`config.mk`:
```
export PLATFORM = sky130hd
export DESIGN_NAME = circular_buffer_deque
export DESIGN_NICKNAME = d
export VERILOG_FILES = /design/src/sv/cbd_pkg.sv /design/src/sv/cbd_ram.sv /design/src/sv/cbd_ctrl.sv /design/src/sv/cbd_out.sv /design/src/sv/circular_buffer_deque.sv
export SDC_FILE = /design/constraint.sdc
export NUM_CORES = 1
export LEC_CHECK = 0
export ABC_AREA = 1
export BUFFER_PORTS_ARGS = -buffer_cell sky130_fd_sc_hd__buf_2
export CORE_ASPECT_RATIO = 1.25
export CORE_UTILIZATION = 60
export DETAILED_ROUTE_END_ITERATION = 10
export PLACE_DENSITY = 0.81
export SETUP_SLACK_MARGIN = 0.2
export SLEW_MARGIN = 30
export SYNTH_ARGS = -nofsm -noshare
export SYNTH_HDL_FRONTEND = slang
export SYNTH_SLANG_ARGS = --single-unit
```
`constraint.sdc`:
```
create_clock -name clk -period 13.1 [get_ports clk]
set_input_delay 2.62 -clock clk [delete_from_list [all_inputs] [get_ports clk]]
set_output_delay 2.62 -clock clk [all_outputs]
set_load 0.05 [all_outputs]
```
`src/sv/cbd_pkg.sv`:
```
// Shared types and constants for the circular buffer deque.
`default_nettype none

package cbd_pkg;

  localparam int OP_W   = 3;
  localparam int POS_W  = 4;
  localparam int VAL_W  = 32;
  localparam int STAT_W = 2;
  localparam int CNT_W  = 5;

  typedef enum logic [OP_W-1:0] {
    OP_PUSH_BACK  = 3'd0,
    OP_PUSH_FRONT = 3'd1,
    OP_POP_BACK   = 3'd2,
    OP_POP_FRONT  = 3'd3,
    OP_READ       = 3'd4
  } op_t;

  typedef enum logic [STAT_W-1:0] {
    ST_OK    = 2'd0,
    ST_EMPTY = 2'd1,
    ST_FULL  = 2'd2,
    ST_RANGE = 2'd3
  } status_t;

  // result of one operation, carried from the update stage to the output stage
  typedef struct packed {
    status_t          status;
    logic [CNT_W-1:0] count;
    logic             rd_mem;
    logic             nonempty;
  } info_t;

endpackage

`default_nettype wire

```
`src/sv/cbd_ram.sv`:
```
// Generic single-write, single-read RAM with registered read data.
`default_nettype none

module cbd_ram #(
  parameter int WIDTH = 32,
  parameter int DEPTH = 16
) (
  input  wire logic                     clk,
  input  wire logic                     we,
  input  wire logic [$clog2(DEPTH)-1:0] waddr,
  input  wire logic [WIDTH-1:0]         wdata,
  input  wire logic                     re,
  input  wire logic [$clog2(DEPTH)-1:0] raddr,
  output logic      [WIDTH-1:0]         rdata
);

  logic [WIDTH-1:0] mem [DEPTH];

  always_ff @(posedge clk) begin
    if (we) begin
      mem[waddr] <= wdata;
    end
    if (re) begin
      rdata <= mem[raddr];
    end
  end

endmodule

`default_nettype wire

```
`src/sv/cbd_ctrl.sv`:
```
// Pointer, count and end-value update stage of the deque, issues store accesses.
`default_nettype none

module cbd_ctrl #(
  parameter int DEPTH      = 16,
  parameter int DATA_WIDTH = 32
) (
  input  wire logic                          clk,
  input  wire logic                          rst_n,
  input  wire logic                          in_valid,
  output logic                               in_stall,
  input  wire logic [cbd_pkg::OP_W-1:0]      in_op,
  input  wire logic [cbd_pkg::VAL_W-1:0]     in_element_value,
  input  wire logic [cbd_pkg::POS_W-1:0]     in_position,
  input  wire logic                          b_take,
  output logic                               b_valid,
  output cbd_pkg::info_t                     b_info,
  output logic      [DATA_WIDTH-1:0]         cur_front,
  output logic      [DATA_WIDTH-1:0]         cur_back,
  input  wire logic [DATA_WIDTH-1:0]         rd_data,
  output logic                               mem_we,
  output logic      [$clog2(DEPTH)-1:0]      mem_waddr,
  output logic      [DATA_WIDTH-1:0]         mem_wdata,
  output logic                               mem_re,
  output logic      [$clog2(DEPTH)-1:0]      mem_raddr
);

  localparam int IW = $clog2(DEPTH);
  localparam int CW = $clog2(DEPTH + 1);
  localparam int SW = IW + cbd_pkg::CNT_W;
  localparam int PW = CW + cbd_pkg::POS_W;
  localparam logic [IW-1:0] LAST_IDX  = IW'(DEPTH - 1);
  localparam logic [CW-1:0] FULL_CNT  = CW'(DEPTH);
  localparam logic [SW-1:0] DEPTH_SUM = SW'(DEPTH);

  logic [IW-1:0] head_r, head_nxt, tail_r, tail_nxt;
  logic [CW-1:0] cnt_r, cnt_nxt;
  logic [DATA_WIDTH-1:0] front_r, front_nxt, back_r, back_nxt;
  logic front_mem_r, front_mem_nxt, back_mem_r, back_mem_nxt;
  logic b_valid_r, b_valid_nxt;
  cbd_pkg::info_t b_info_r, info_nxt;

  logic accept;
  logic [DATA_WIDTH+cbd_pkg::VAL_W-1:0] val_ext;
  logic [DATA_WIDTH-1:0] val_dw;
  logic [IW-1:0] head_inc, head_dec, tail_inc, tail_dec, rd_idx;
  logic [SW-1:0] sum, sum_wrap;
  logic [PW-1:0] pos_x, cnt_x;
  logic [CW+cbd_pkg::CNT_W-1:0] cnt_ext;
  logic is_empty, is_full, is_last, pos_ge;
  logic we, re, rd_mem;
  cbd_pkg::status_t status;

  assign accept   = in_valid & ~in_stall;
  assign in_stall = b_valid_r & ~b_take;
  assign b_valid  = b_valid_r;
  assign b_info   = b_info_r;

  // true end values: the last read may still sit in the RAM output register
  assign cur_front = front_mem_r ? rd_data : front_r;
  assign cur_back  = back_mem_r ? rd_data : back_r;

  assign val_ext = {{DATA_WIDTH{1'b0}}, in_element_value};
  assign val_dw  = val_ext[DATA_WIDTH-1:0];

  assign head_inc = (head_r == LAST_IDX) ? '0 : head_r + IW'(1);
  assign head_dec = (head_r == '0) ? LAST_IDX : head_r - IW'(1);
  assign tail_inc = (tail_r == LAST_IDX) ? '0 : tail_r + IW'(1);
  assign tail_dec = (tail_r == '0) ? LAST_IDX : tail_r - IW'(1);

  assign sum      = {{cbd_pkg::CNT_W{1'b0}}, head_r} + {{IW + 1{1'b0}}, in_position};
  assign sum_wrap = (sum >= DEPTH_SUM) ? sum - DEPTH_SUM : sum;
  assign rd_idx   = sum_wrap[IW-1:0];

  assign pos_x = {{CW{1'b0}}, in_position};
  assign cnt_x = {{cbd_pkg::POS_W{1'b0}}, cnt_r};

  assign is_empty = (cnt_r == '0);
  assign is_full  = (cnt_r == FULL_CNT);
  assign is_last  = (cnt_r == CW'(1));
  assign pos_ge   = (pos_x >= cnt_x);

  always_comb begin
    status        = cbd_pkg::ST_OK;
    head_nxt      = head_r;
    tail_nxt      = tail_r;
    cnt_nxt       = cnt_r;
    front_nxt     = cur_front;
    back_nxt      = cur_back;
    front_mem_nxt = 1'b0;
    back_mem_nxt  = 1'b0;
    rd_mem        = 1'b0;
    we            = 1'b0;
    re            = 1'b0;
    mem_waddr     = tail_r;
    mem_raddr     = head_r;
    unique case (cbd_pkg::op_t'(in_op))
      cbd_pkg::OP_PUSH_BACK, cbd_pkg::OP_PUSH_FRONT: begin
        if (is_full) begin
          status = cbd_pkg::ST_FULL;
        end else if (is_empty) begin
          head_nxt  = '0;
          tail_nxt  = '0;
          cnt_nxt   = CW'(1);
          we        = 1'b1;
          mem_waddr = '0;
          front_nxt = val_dw;
          back_nxt  = val_dw;
        end else if (cbd_pkg::op_t'(in_op) == cbd_pkg::OP_PUSH_BACK) begin
          tail_nxt  = tail_inc;
          cnt_nxt   = cnt_r + CW'(1);
          we        = 1'b1;
          mem_waddr = tail_inc;
          back_nxt  = val_dw;
        end else begin
          head_nxt  = head_dec;
          cnt_nxt   = cnt_r + CW'(1);
          we        = 1'b1;
          mem_waddr = head_dec;
          front_nxt = val_dw;
        end
      end
      cbd_pkg::OP_POP_BACK, cbd_pkg::OP_POP_FRONT: begin
        if (is_empty) begin
          status = cbd_pkg::ST_EMPTY;
        end else begin
          cnt_nxt = cnt_r - CW'(1);
          if (!is_last) begin
            re = 1'b1;
            if (cbd_pkg::op_t'(in_op) == cbd_pkg::OP_POP_BACK) begin
              tail_nxt     = tail_dec;
              mem_raddr    = tail_dec;
              back_mem_nxt = 1'b1;
            end else begin
              head_nxt      = head_inc;
              mem_raddr     = head_inc;
              front_mem_nxt = 1'b1;
            end
          end
        end
      end
      cbd_pkg::OP_READ: begin
        if (is_empty) begin
          status = cbd_pkg::ST_EMPTY;
        end else if (pos_ge) begin
          status = cbd_pkg::ST_RANGE;
        end else begin
          re        = 1'b1;
          rd_mem    = 1'b1;
          mem_raddr = rd_idx;
        end
      end
      default: begin
      end
    endcase

    cnt_ext           = {{cbd_pkg::CNT_W{1'b0}}, cnt_nxt};
    info_nxt.status   = status;
    info_nxt.count    = cnt_ext[cbd_pkg::CNT_W-1:0];
    info_nxt.rd_mem   = rd_mem;
    info_nxt.nonempty = (cnt_nxt != '0);

    b_valid_nxt = accept | (b_valid_r & ~b_take);
  end

  assign mem_we    = accept & we;
  assign mem_re    = accept & re;
  assign mem_wdata = val_dw;

  always_ff @(posedge clk) begin
    if (!rst_n) begin
      head_r      <= '0;
      tail_r      <= '0;
      cnt_r       <= '0;
      front_mem_r <= 1'b0;
      back_mem_r  <= 1'b0;
      b_valid_r   <= 1'b0;
    end else begin
      b_valid_r <= b_valid_nxt;
      if (accept) begin
        head_r      <= head_nxt;
        tail_r      <= tail_nxt;
        cnt_r       <= cnt_nxt;
        front_mem_r <= front_mem_nxt;
        back_mem_r  <= back_mem_nxt;
      end
    end
  end

  always_ff @(posedge clk) begin
    if (accept) begin
      front_r  <= front_nxt;
      back_r   <= back_nxt;
      b_info_r <= info_nxt;
    end
  end

endmodule

`default_nettype wire

```
`src/sv/cbd_out.sv`:
```
// Result register of the deque: resolves end and read values and holds the result.
`default_nettype none

module cbd_out #(
  parameter int DATA_WIDTH = 32
) (
  input  wire logic                        clk,
  input  wire logic                        rst_n,
  input  wire logic                        b_valid,
  input  wire cbd_pkg::info_t              b_info,
  input  wire logic [DATA_WIDTH-1:0]       cur_front,
  input  wire logic [DATA_WIDTH-1:0]       cur_back,
  input  wire logic [DATA_WIDTH-1:0]       rd_data,
  output logic                             b_take,
  output logic                             out_valid,
  input  wire logic                        out_stall,
  output logic [cbd_pkg::STAT_W-1:0]       out_status,
  output logic [cbd_pkg::CNT_W-1:0]        out_item_count,
  output logic [cbd_pkg::VAL_W-1:0]        out_front_value,
  output logic [cbd_pkg::VAL_W-1:0]        out_back_value,
  output logic [cbd_pkg::VAL_W-1:0]        out_read_value
);

  localparam int XW = DATA_WIDTH + cbd_pkg::VAL_W;

  logic out_valid_r, out_valid_nxt;
  logic load;
  cbd_pkg::status_t status_r;
  logic [cbd_pkg::CNT_W-1:0] count_r;
  logic [cbd_pkg::VAL_W-1:0] front_r, back_r, read_r;
  logic [XW-1:0] front_x, back_x, read_x;

  assign b_take = ~out_valid_r | ~out_stall;
  assign load   = b_valid & b_take;

  assign front_x = {{cbd_pkg::VAL_W{1'b0}}, (b_info.nonempty ? cur_front : '0)};
  assign back_x  = {{cbd_pkg::VAL_W{1'b0}}, (b_info.nonempty ? cur_back : '0)};
  assign read_x  = {{cbd_pkg::VAL_W{1'b0}}, (b_info.rd_mem ? rd_data : '0)};

  always_comb begin
    out_valid_nxt = load | (out_valid_r & out_stall);
  end

  always_ff @(posedge clk) begin
    if (!rst_n) begin
      out_valid_r <= 1'b0;
    end else begin
      out_valid_r <= out_valid_nxt;
    end
  end

  always_ff @(posedge clk) begin
    if (load) begin
      status_r <= b_info.status;
      count_r  <= b_info.count;
      front_r  <= front_x[cbd_pkg::VAL_W-1:0];
      back_r   <= back_x[cbd_pkg::VAL_W-1:0];
      read_r   <= read_x[cbd_pkg::VAL_W-1:0];
    end
  end

  assign out_valid       = out_valid_r;
  assign out_status      = status_r;
  assign out_item_count  = count_r;
  assign out_front_value = front_r;
  assign out_back_value  = back_r;
  assign out_read_value  = read_r;

endmodule

`default_nettype wire

```
`src/sv/circular_buffer_deque.sv`:
```
// Each result passes through the update stage register and then the result register.
// Throughput: one operation per cycle; the update stage and the single-read
// store port each take one operation a cycle, and back-pressure holds the input.
// Reset clears head, tail, count and all valid flags; the store is not cleared
// and no entry is read before it has been written.
`default_nettype none

module circular_buffer_deque #(
  parameter int DEPTH      = 16,
  parameter int DATA_WIDTH = 32
) (
  input  wire logic                          clk,
  input  wire logic                          rst_n,
  input  wire logic                          in_valid,
  output logic                               in_stall,
  input  wire logic [cbd_pkg::OP_W-1:0]      in_op,
  input  wire logic [cbd_pkg::VAL_W-1:0]     in_element_value,
  input  wire logic [cbd_pkg::POS_W-1:0]     in_position,
  output logic                               out_valid,
  input  wire logic                          out_stall,
  output logic [cbd_pkg::STAT_W-1:0]         out_status,
  output logic [cbd_pkg::CNT_W-1:0]          out_item_count,
  output logic [cbd_pkg::VAL_W-1:0]          out_front_value,
  output logic [cbd_pkg::VAL_W-1:0]          out_back_value,
  output logic [cbd_pkg::VAL_W-1:0]          out_read_value
);

  localparam int IW = $clog2(DEPTH);
  localparam int FULL_CNT_I = DEPTH % (1 << cbd_pkg::CNT_W);

  logic                  mem_we, mem_re;
  logic [IW-1:0]         mem_waddr, mem_raddr;
  logic [DATA_WIDTH-1:0] mem_wdata, rd_data;
  logic [DATA_WIDTH-1:0] cur_front, cur_back;
  logic                  b_valid, b_take;
  cbd_pkg::info_t        b_info;

  cbd_ram #(
    .WIDTH (DATA_WIDTH),
    .DEPTH (DEPTH)
  ) u_store (
    .clk   (clk),
    .we    (mem_we),
    .waddr (mem_waddr),
    .wdata (mem_wdata),
    .re    (mem_re),
    .raddr (mem_raddr),
    .rdata (rd_data)
  );

  cbd_ctrl #(
    .DEPTH      (DEPTH),
    .DATA_WIDTH (DATA_WIDTH)
  ) u_ctrl (
    .clk              (clk),
    .rst_n            (rst_n),
    .in_valid         (in_valid),
    .in_stall         (in_stall),
    .in_op            (in_op),
    .in_element_value (in_element_value),
    .in_position      (in_position),
    .b_take           (b_take),
    .b_valid          (b_valid),
    .b_info           (b_info),
    .cur_front        (cur_front),
    .cur_back         (cur_back),
    .rd_data          (rd_data),
    .mem_we           (mem_we),
    .mem_waddr        (mem_waddr),
    .mem_wdata        (mem_wdata),
    .mem_re           (mem_re),
    .mem_raddr        (mem_raddr)
  );

  cbd_out #(
    .DATA_WIDTH (DATA_WIDTH)
  ) u_out (
    .clk             (clk),
    .rst_n           (rst_n),
    .b_valid         (b_valid),
    .b_info          (b_info),
    .cur_front       (cur_front),
    .cur_back        (cur_back),
    .rd_data         (rd_data),
    .b_take          (b_take),
    .out_valid       (out_valid),
    .out_stall       (out_stall),
    .out_status      (out_status),
    .out_item_count  (out_item_count),
    .out_front_value (out_front_value),
    .out_back_value  (out_back_value),
    .out_read_value  (out_read_value)
  );

`ifndef SYNTHESIS
  a_stall_only_when_blocked: assert property (@(posedge clk) disable iff (!rst_n)
    in_stall |-> (out_valid && out_stall))
    else $error("input stalled while result register free");

  a_empty_ends_zero: assert property (@(posedge clk) disable iff (!rst_n)
    (out_valid && out_item_count == '0) |->
      (out_front_value == '0 && out_back_value == '0))
    else $error("end values not zero on empty queue");

  a_failed_read_zero: assert property (@(posedge clk) disable iff (!rst_n)
    (out_valid && out_status != cbd_pkg::ST_OK) |-> (out_read_value == '0))
    else $error("read value non-zero on failed operation");

  a_full_count: assert property (@(posedge clk) disable iff (!rst_n)
    (out_valid && out_status == cbd_pkg::ST_FULL) |->
      (out_item_count == FULL_CNT_I[cbd_pkg::CNT_W-1:0]))
    else $error("full status without full count");
`endif

endmodule

`default_nettype wire

```
==> flow_summary.json <==
{
  "outcome": "finished clean",
  "routedWlPerCell_um": 20.9,
  "layout_common_cells": "sky130_fd_sc_hd__edfxtp_1 (720), sky130_fd_sc_hd__nand2_1 (698), sky130_fd_sc_hd__nand3_1 (600)",
  "netlist-cell-type-count": 39,
  "required_ns": 13.47,
  "timing.critical_path.from_type": "input pin",
  "final_core_utilization": 0.674,
  "number_of_violations_reported_at_the_end_of_detailed_routing_iteration_0": 3376,
  "firstDrtPassIters": 8,
  "drc": 0,
  "routed-via-count": 22800,
  "design.die.area_um2": 54400,
  "synth_top_area_cell": "sky130_fd_sc_hd__edfxtp_1",
  "first_pass_grt_wire_length_um": 121000,
  "grt_antenna_before_repair": 7,
  "globalplace.congestion": 0.900,
  "core_area_um2": 52700,
  "cts_hold_repair.buffers": 0,
  "synth_top_area_frac": 0.675,
  "crit_path_max_incr_delay_ns": 0.86,
  "min_period_over_period": 0.461,
  "layout.nets": 3145,
  "syn-mean-instance-area_um2": 10.7,
  "worst-path-max-fanout": 107,
  "worst_hold_path_type": "flip-flop to flip-flop",
  "die_width_um": 209,
  "irDropWorstVdd_v": 0.0000919,
  "cts_made_buffers": 67,
  "final-seq-area_um2": 22000,
  "design.portCount": 148,
  "power.leakage_nw": 14.4,
  "synth_fp_nets": 3066,
  "clock_insertion_delay_worst_skew_ns": 0.61,
  "worst_path_max_delay_cell": "sky130_fd_sc_hd__buf_4",
  "cts.root.buffer_cell": "sky130_fd_sc_hd__clkbuf_16",
  "grt-ovfl-total": 0,
  "cts.sink_count": 737,
  "wl_met3_um": 8830,
  "synth_sequential_area_ratio": 0.685,
  "cts_resized": 0,
  "worstSetupEndpointType": "flip-flop",
  "finished_layout_cells": 3810,
  "track_usage": 0.291,
  "wl_met2_um": 38300,
  "n_fill_cell": 3648,
  "mostFrequentLayoutCell": "sky130_fd_sc_hd__edfxtp_1",
  "std_cell_rows": 94,
  "power_mw": 5.38,
  "die_h_um": 260,
  "worst-slew-pin-transition_ns": 1.04,
  "finalHoldViolCount": 0,
  "clock_path_buffers": 3,
  "vias_in_the_first_global_route": 21900,
  "clock.fmax_mhz": 165,
  "cts.htree.levels": 3,
  "crit_top_cell": "sky130_fd_sc_hd__nand3_1",
  "netlist_area_um2": 32100,
  "postSynthCellCount": 3006,
  "final_cell_area_um2": 35500,
  "fin_setup_tns_ns": 0,
  "timing.max_cap.violations": 0,
  "setup_viol": 0,
  "maxSlewViolCount": 0,
  "routed_wl_um": 79600,
  "layout-area-overhead-vs-synth_pct": 10.8,
  "netlist_top_cells_area": "sky130_fd_sc_hd__edfxtp_1 (67%), sky130_fd_sc_hd__nand3_1 (9.4%), sky130_fd_sc_hd__nand2_1 (8.2%), sky130_fd_sc_hd__inv_1 (4.2%), sky130_fd_sc_hd__nor2_1 (1.9%)",
  "clock-skew-final_ns": 0.0282,
  "start_util": 0.608,
  "clock_tree_from_tritoncts": "yes",
  "place_hpwl_um": 44100,
  "ys.warnings.count": 0,
  "crit_chain": "buf_2 > inv_1 > ha_1 > inv_1 > nand2_1 > nand2_1 > nor2_1 > nor2_2 > nand3_1 > nand2_1 > inv_6 > buf_6 > buf_4 > nand3_1 > nand3_1 > nand3_1 > nand3_1 > nand2_1",
  "critical_path.top_delay_family": "buffers and inverters",
  "multiInputGateArea_um2": 8050,
  "fin_crit_ns": 6.05,
  "criticalPathCategory": "input pin to flip-flop",
  "clk_transition_reported_paths_ns": 0.06,
  "m1WireLength_um": 29500,
  "grt_max_degree": 211,
  "highest_metal_layer_used_by_the_detailed_router": "met5",
  "postSynthRegisterBits": 737,
  "drt.antenna.violating_nets": 0,
  "rsz0062_at_grt": "no",
  "placed_cells": 3686,
  "port_buffers": 147,
  "dpl_cell_area_um2": 33300,
  "slew_headroom": 0.306,
  "layout-drive-gt1-share": 0.107,
  "cts_setup_buffers": 0,
  "via_per_inst": 5.99,
  "power.density_cell_area_nw_per_um2": 151,
  "critical_path_arrival_ns": 6.41,
  "cp.buffers_inverters": 6
}
==> flip-flops by register name, summed over array words and instances (netlist names), 2 cells and up <==
name,cells
u_out.out_read_value,32
u_ctrl.b_info,9
u_ctrl.front_r,32
u_ctrl.head_r,4
u_store.mem,512
u_ctrl.cnt_r,5
u_store.rdata,32
u_ctrl.back_r,32
u_out.out_front_value,32
u_out.out_item_count,5
u_out.out_back_value,32
u_out.out_status,2
u_ctrl.tail_r,4
==> cells by family after synthesis <==
kind of cell | Yosys count | share of synthesized area
compound gates | 199 | 0.0328
buf+inv | 549 | 0.0709
mux | 1 | 0.000312
simple gates | 1492 | 0.201
flops | 737 | 0.685
fa+ha+maj | 17 | 0.00687
xor+xnor | 11 | 0.00301
==> per-stage QoR <==
step,worst slack (ns),hold WS (ns)
2_1_floorplan,5.02,0.400
3_3_place_gp,6.44,0.405
3_5_place_dp,6.31,0.405
4_1_cts,6.88,0.420
5_1_grt,6.79,0.425
6_report,7.05,0.417
==> final cells by class <==
cell class | count | share of cell area
Inverter | 376 | 0.0399
Antenna cell | 2 | 0.000141
Timing Repair Buffer | 183 | 0.0315
Clock buffer | 78 | 0.0502
Multi-Input combinational cell | 1720 | 0.227
Tap cell | 672 | 0.0237
Sequential cell | 737 | 0.618
Clock inverter | 42 | 0.00983
==> per-layer routing <==
layer / GRT usage / up-vias
met5: 0 / -
met4: 0.122 / 4
met3: 0.0581 / 239
met2: 0.482 / 1433
met1: 0.377 / 10800
li1: - / 10300
==> path summary, 6_finish.rpt <==
kind | slack (ns) | startpoint | cells after the start | endpoint
worst min register to register | 0.42 | u_ctrl.b_info[6] | 0 | u_out.out_item_count[4]
worst max-delay path | 7.05 | in_position[0] | 18 | u_store.rdata[4]
worst min-delay path | 0.42 | u_ctrl.b_info[6] | 0 | u_out.out_item_count[4]
worst max register to register | 8.47 | u_ctrl.cnt_r[0] | 15 | u_store.rdata[4]
==> Yosys cell counts (all sizes together) <==
| cell | n |
|---|---|
| edfxtp | 720 |
| nand2 | 706 |
| nand3 | 602 |
| inv | 374 |
| nor2 | 171 |
| buf | 128 |
| o21ai | 90 |
| a21oi | 87 |
| clkbuf | 45 |
| dfxtp | 17 |
| ha | 16 |
| nor3 | 7 |
| a211oi | 6 |
| xnor2 | 6 |
| xor2 | 5 |
| nand4 | 4 |
| o211ai | 4 |
| o22ai | 4 |
| a31oi | 3 |
| o221ai | 3 |
| clkinv | 2 |
| o21a | 2 |
| and3 | 1 |
| fa | 1 |
| mux2i | 1 |
| or2 | 1 |
==> report_power, final <==
group / internal, mW / switching (mW)
clock: 1.06 / 0.857
combinational: 0.199 / 0.549
sequential: 2.68 / 0.0320
(Power assumes the default switching activity.)
